`config.mk`:
```
export PLATFORM = sky130hd
export DESIGN_NAME = slt_div
export DESIGN_NICKNAME = d
export VERILOG_FILES = /design/src/design/slt_pkg.sv /design/src/design/slt_div.sv
export SDC_FILE = /design/constraint.sdc
export NUM_CORES = 2
export LEC_CHECK = 0
export BUFFER_PORTS_ARGS = -buffer_cell sky130_fd_sc_hd__buf_2
export CAP_MARGIN = 20
export CORE_MARGIN = 5
export CORE_UTILIZATION = 55
export DETAILED_ROUTE_END_ITERATION = 8
export PLACE_DENSITY_LB_ADDON = 0.05
export SLEW_MARGIN = 40
export SYNTH_ARGS = -nofsm -noshare
export SYNTH_HDL_FRONTEND = slang
export SYNTH_SLANG_ARGS = --single-unit
```
`constraint.sdc`:
```
create_clock -name clk -period 4.8 [get_ports clk]
set_input_delay 0.24 -clock clk [delete_from_list [all_inputs] [get_ports clk]]
set_output_delay 0.24 -clock clk [all_outputs]
set_load 0.01 [all_outputs]
```
`src/design/slt_pkg.sv`:
```
package slt_pkg;

  // Coordinate format and fixed widths
  localparam int COORD_WIDTH_DEF = 24;
  localparam int COORD_FRAC      = 12;
  localparam int CFG_DATA_W      = 48;
  localparam int CFG_IDX_W       = 3;

  // Reduced vector magnitude used for the direction cosine
  localparam int E_WIDTH = 30;

  // Q1.14 unity and the color scale shift
  localparam int ONE_Q14     = 16384;
  localparam int COLOR_SHIFT = 2 * COORD_FRAC - 14;

  // Quotient widths of the three divider kinds; the ramp reaches 1.0 itself
  localparam int COS_QW  = 18;
  localparam int RAMP_QW = 15;
  localparam int CH_QW   = 16;

  // Configuration register indexes
  typedef enum logic [CFG_IDX_W-1:0] {
    CFG_LIGHT_X     = 3'd0,
    CFG_LIGHT_Y     = 3'd1,
    CFG_LIGHT_Z     = 3'd2,
    CFG_SPOT_AXIS   = 3'd3,
    CFG_INNER_COS   = 3'd4,
    CFG_OUTER_COS   = 3'd5,
    CFG_LIGHT_COLOR = 3'd6
  } cfg_idx_t;

endpackage

```
`src/design/slt_div.sv`:
```
module slt_div
  import slt_pkg::*;
#(
  parameter int NW = 48,
  parameter int DW = 31,
  parameter int QW = COS_QW
) (
  input  logic          clk,
  input  logic          en,
  input  logic [NW-1:0] num_i,
  input  logic [DW-1:0] den_i,
  output logic [QW-1:0] q_o
);

  // Numerator must stay below the divisor shifted by QW
  localparam int RW = (NW > DW + QW) ? NW : DW + QW;

  logic [RW-1:0] rem_r [QW];
  logic [DW-1:0] den_r [QW];
  logic [QW-1:0] q_r   [QW];

  // Restoring division, one quotient bit per stage, MSB first
  for (genvar k = 0; k < QW; k++) begin : g_step
    localparam int POS = QW - 1 - k;
    logic [RW-1:0] rem_in;
    logic [DW-1:0] den_in;
    logic [QW-1:0] q_in;
    logic [RW-1:0] dsh;

    if (k == 0) begin : g_first
      assign rem_in = RW'(num_i);
      assign den_in = den_i;
      assign q_in   = '0;
    end else begin : g_next
      assign rem_in = rem_r[k-1];
      assign den_in = den_r[k-1];
      assign q_in   = q_r[k-1];
    end

    assign dsh = RW'(den_in) << POS;

    always_ff @(posedge clk) begin
      if (en) begin
        den_r[k] <= den_in;
        if (rem_in >= dsh) begin
          rem_r[k] <= rem_in - dsh;
          q_r[k]   <= q_in | (QW'(1) << POS);
        end else begin
          rem_r[k] <= rem_in;
          q_r[k]   <= q_in;
        end
      end
    end
  end

  assign q_o = q_r[QW-1];

endmodule

```
# Word-level counts from Yosys, hierarchy flattened
# Memory sizes are Yosys's and may differ from the RTL's.
# Cells that the tools add are included.
[word_totals]
reg_bits = 0
mem_bits_rw = 1764
wordCells = 221
n_memories = 3
[op_classes]
addsub = 18
order_cmp = 18
muxes = 146
bitwise_logic = 36
[mem_list]
columns = ["name", "words", "width", "read_ports", "rd_clocked_by_memory_dff", "write_ports", "line", "rtl"]
rows = [
  ["rem_r", 18, 49, 17, 0, 18, "slt_div.sv:18", "logic [RW-1:0] rem_r [QW];"],
  ["den_r", 18, 31, 17, 0, 18, "slt_div.sv:19", "logic [DW-1:0] den_r [QW];"],
  ["q_r", 18, 18, 18, 0, 18, "slt_div.sv:20", "logic [QW-1:0] q_r [QW];"],
]
[op_table]
columns = ["operator", "count"]
rows = [
  ["$mux W49", 18],
  ["$mux W18", 18],
  ["$mux W1", 110],
  ["$ge A49 B31 Y1", 1],
  ["$ge A49 B32 Y1", 1],
  ["$ge A49 B33 Y1", 1],
  ["$ge A49 B34 Y1", 1],
  ["$ge A49 B35 Y1", 1],
  ["$ge A49 B36 Y1", 1],
  ["$ge A49 B37 Y1", 1],
  ["$ge A49 B38 Y1", 1],
  ["$ge A49 B39 Y1", 1],
  ["$ge A49 B40 Y1", 1],
  ["$ge A49 B41 Y1", 1],
  ["$ge A49 B42 Y1", 1],
  ["$ge A49 B43 Y1", 1],
  ["$ge A49 B44 Y1", 1],
  ["$ge A49 B45 Y1", 1],
  ["$ge A49 B46 Y1", 1],
  ["$ge A49 B47 Y1", 1],
  ["$sub A48 B48 Y49", 1],
  ["$sub A49 B31 Y49", 1],
  ["$sub A49 B32 Y49", 1],
  ["$sub A49 B33 Y49", 1],
  ["other kinds (16)", 51],
]

# Logic depth before layout (Yosys ltp)
# An unclocked memory read counts as a cell.
[logic_depth]
ltp_word = 6
mapped_depth = 16
depth_no_buf = 14

# Worst setup path before layout
# No wires, ideal clock.
[synth_timing]
kind = "reg-to-reg"
start = "mem rem_r[3][58] (netlist bit)"
end = "mem rem_r[4][45] (netlist bit), data pin"
arrival_ns = 3.469
required_time_ns = 4.542
setup_slack_ns = 1.073
path_stages_with_launch = 15
synth_period_minus_slack_ns = 3.727
cell_sequence = "edfxtp_1 inv_1 ha_1 inv_1 fa_1 a211oi_2 o21ai_1 a41oi_1 nor3_1 o221a_2 or4b_1 and3_4 nor4_4 or3b_1 xnor2_1"
[synth_rtl]
columns = ["element", "line"]
rows = [
  ["start, declared", "slt_div.sv:18"],
]

==> run_results.csv <==
group,metric,value,unit
setup_path,critPathCaptureType,"register",
synthesis,yosysWarnings,0,
setup_path,cp-start-kind,"register",
place,gp_congestion,0.999,
sta,fmax,227,MHz
final_layout,mostFrequentLayoutCells,"edfxtp_1 (1531), nand2_1 (732), inv_1 (700)",
setup_path,cp_top_family,"compound AO/OA/AOI/OAI gates",
sta,setup_viol,0,
clock_network,postCtsSetupRepairBufs,0,
clock_network,cts_buffer_depth,3,
pwr,swShare,36.8,%
clock_network,cts_tree,"yes",
sta,grt_setup_unrepaired,"no",
sta,period_needed,4.40,ns
synthesis,synthesis.instances,7919,
clock_network,clk_pin_slew,0.06,ns
final_layout,area.growth.synth_to_final,11.5,%
detailed_routing,postRouteAntennaNets,0,
sta,hold_viol,0,
clock_network,cts_resized,0,
sta,slew_viol_final,0,
setup_path,slowest_delay,0.59,ns
final_layout,register_area,46000,sq um
global_routing,grt_pass1_wl,334000,um
pwr,peakVddDrop,0.000345,V
clock_network,root_buffer,"clkbuf_16",
clock_network,clock_sinks,1531,
detailed_routing,wl_per_cell,20.9,um
pwr,p_int,36.0,mW
setup_path,path_cells,"inv_1, ha_1, inv_1, fa_1, a211oi_2, o21ai_1, a41o_1, a2111oi_0, nor2_1, a41oi_1, o211a_2, buf_12, mux2_2",
final_layout,num-fill-cells,12300,
floorplanning,core,156000,sq um
synthesis,ys.flop_type,"edfxtp_1",
synthesis,ys_ff_latch,1531,
place,portBuffers,98,
place,hpwl,168000,um
pwr,pwr-share-clk,22.2,%
min_path,hold_path.class,"in -> reg",
detailed_routing,dr.pass1.iters,7,
synthesis,synth_nets,8575,
setup_path,worst_path_max_delay_cell,"a2111oi_0",
setup_path,worstPathRequired,5.36,ns
synthesis,netlist_area,86200,sq um
clock_network,numCtsBuffers,166,
place,post-place-ws,0.435,ns
detailed_routing,drt-initial-drc-count,3099,
floorplanning,fp.dieArea,165000,sq um
synthesis,synth.avg_cell_area,10.9,sq um
pwr,p_per_area,592,nW/um^2
flow_run,drv_cap,0,
synthesis,synth.distinct_cells,99,
floorplanning,start_util,55.3,%
clock_network,hold_buffers,80,
sta,worst_pin_slew,0.878,ns
pwr,power_leakage,37.9,nW
floorplanning,ios,99,
sta,fin_tns_setup,0,ns
setup_path,path_max_fanout,32,
pwr,combPwrFrac,40.9,%
final_layout,drive_gt1_share,7.86,%
setup_path,crit_type,"reg -> reg",
global_routing,grt_use_total,26.2,%
detailed_routing,via_per_inst,5.81,
final_layout,multi_input_area,36800,sq um
pwr,seqPwrFrac,36.9,%
detailed_routing,via_count,60300,
setup_path,crit_arrival,4.96,ns
status,status,"complete, no violations",
global_routing,grt_pass1_vias,62300,
sta,finalCritPeriodShare,91.6,%
sta,slew_headroom,40.7,%
floorplanning,die_x,406,um
synthesis,seq_area_frac_synth,53.3,%
clock_network,clock_latency,0.83,ns
floorplanning,die_y,406,um
final_layout,mostFrequentLayoutCell,"edfxtp_1",
clock_network,htreeDepth,4,
detailed_routing,routed_wirelength,216000,um
global_routing,grt.overflow.total,0,
setup_path,crit_top_cell,"inv_1",
global_routing,antenna_found_initial,5,
synthesis,synth_edf_count,1531,
setup_path,path_buf_inv,3,
global_routing,grt_max_degree,162,
final_layout,nets,8831,
floorplanning,rows,145,
detailed_routing,remaining_drc_errors,0,
pwr,p_switching,20.9,mW
sta,layout_setup_ws,0.403,ns
sta,skew,0.0479,ns
synthesis,synthArstFlopShare,0,%
power groups by stage:
| stage | sequential (mW) | combinational [mW] | clock [mW] |
|---|---|---|---|
| 6_report | 21.0 | 23.3 | 12.6 |
| 5_1_grt | 21.3 | 25.7 | 13.5 |
| 4_1_cts | 21.0 | 23.1 | 12.9 |
| 3_5_place_dp | 21.2 | 22.9 | 0 |
| 3_3_place_gp | 21.1 | 22.5 | 0 |
| 2_1_floorplan | 20.5 | 17.0 | 0 |
final cells by class:
type                       instances  area share, %
multi-input combinational       5442           38.3
antenna                            1        0.00260
sequential                      1531           47.8
tap                             2058           2.68
clock inverter                   102           1.20
clock buffer                     198           4.47
inverter                         702           2.74
timing repair buffer             332           2.81
path summary, 6_finish.rpt:
| check | start | to | slack [ns] | cells after the start |
|---|---|---|---|---|
| min reg2reg | q_r[6][27] | q_r[7][9] | 0.41 | 0 |
| min | den_i[4] | den_r[0][4] | 0.14 | 2 |
| max reg2reg | rem_r[3][58] | rem_r[4][12] | 0.40 | 13 |
| max | rem_r[3][58] | rem_r[4][12] | 0.40 | 13 |
metrics by stage:
step                total power [mW]  instances  util (%)  hold slack, ns  area (sq um)
finish                          56.9      10400      61.6           0.141         96200
global route                    60.5      10400      61.6           0.107         96200
CTS                             56.9      10400      61.6          0.0627         96100
detailed placement              44.1       9982      57.6           0.405         89800
global placement                43.7       9981      57.5           0.401         89800
floorplan                       37.5       7919         -           0.339         86200
state kept, by name, indices dropped and copies added (netlist names):
name and flops:
q_r 171, den_r 527, rem_r 833
cells by family after synthesis:
| logic type | after synthesis | synth area share, % |
|---|---|---|
| AO/OA/AOI/OAI | 2106 | 15.1 |
| AND/OR/NAND/NOR | 2083 | 11.8 |
| flip-flops | 1531 | 53.3 |
| buffers and inverters | 946 | 4.20 |
| XOR/XNOR | 585 | 5.94 |
| adder cells (fa/ha/maj) | 575 | 8.49 |
| multiplexers | 93 | 1.20 |
routing by layer:
metal	part of all wire (%)	track usage, %	routed length (um)	vias to the layer above
li1	-	-	-	29600
met1	32	22.5	68500	28500
met2	57	54.3	124000	1478
met3	2.7	2.97	5900	716
met4	8.4	18.8	18200	0
met5	0	0	0	-
Yosys cell counts (14+ instances only):
library cell  instances  area share (%)
nand4_1             118            0.86
o21ai_0             622             3.6
fa_1                 17            0.39
nor2_1              418             1.8
and3_1               72            0.52
or4_1                24            0.21
nand2_1             732             3.2
o211ai_1             36            0.31
mux2_2               83             1.1
nand4b_1             16            0.16
nor2b_1              78            0.57
ha_1                558             8.1
or3_1                33            0.24
a31oi_1              74            0.54
a211oi_1             63            0.55
inv_1               700             3.0
a2111oi_0            19            0.19
a31o_2               16            0.16
nand3_1             147            0.85
buf_2                20            0.12
xor2_1              290             2.9
o31ai_1              47            0.41
o21a_1               65            0.57
and2_1               35            0.25
nor4_1               91            0.66
a21o_1              285             2.5
a21boi_0             21            0.18
nor3_1              121            0.70
clkbuf_1            210            0.91
edfxtp_1           1531              53
and4_1               17            0.17
a21oi_1             583             3.4
o31a_1               14            0.14
nor4b_1              23            0.23
or2_2                19            0.14
a211o_1              18            0.18
nand2b_1             86            0.62
xnor2_1             295             3.0
o21bai_1             87            0.76
Note: power is estimated with default switching activity, not from simulation.
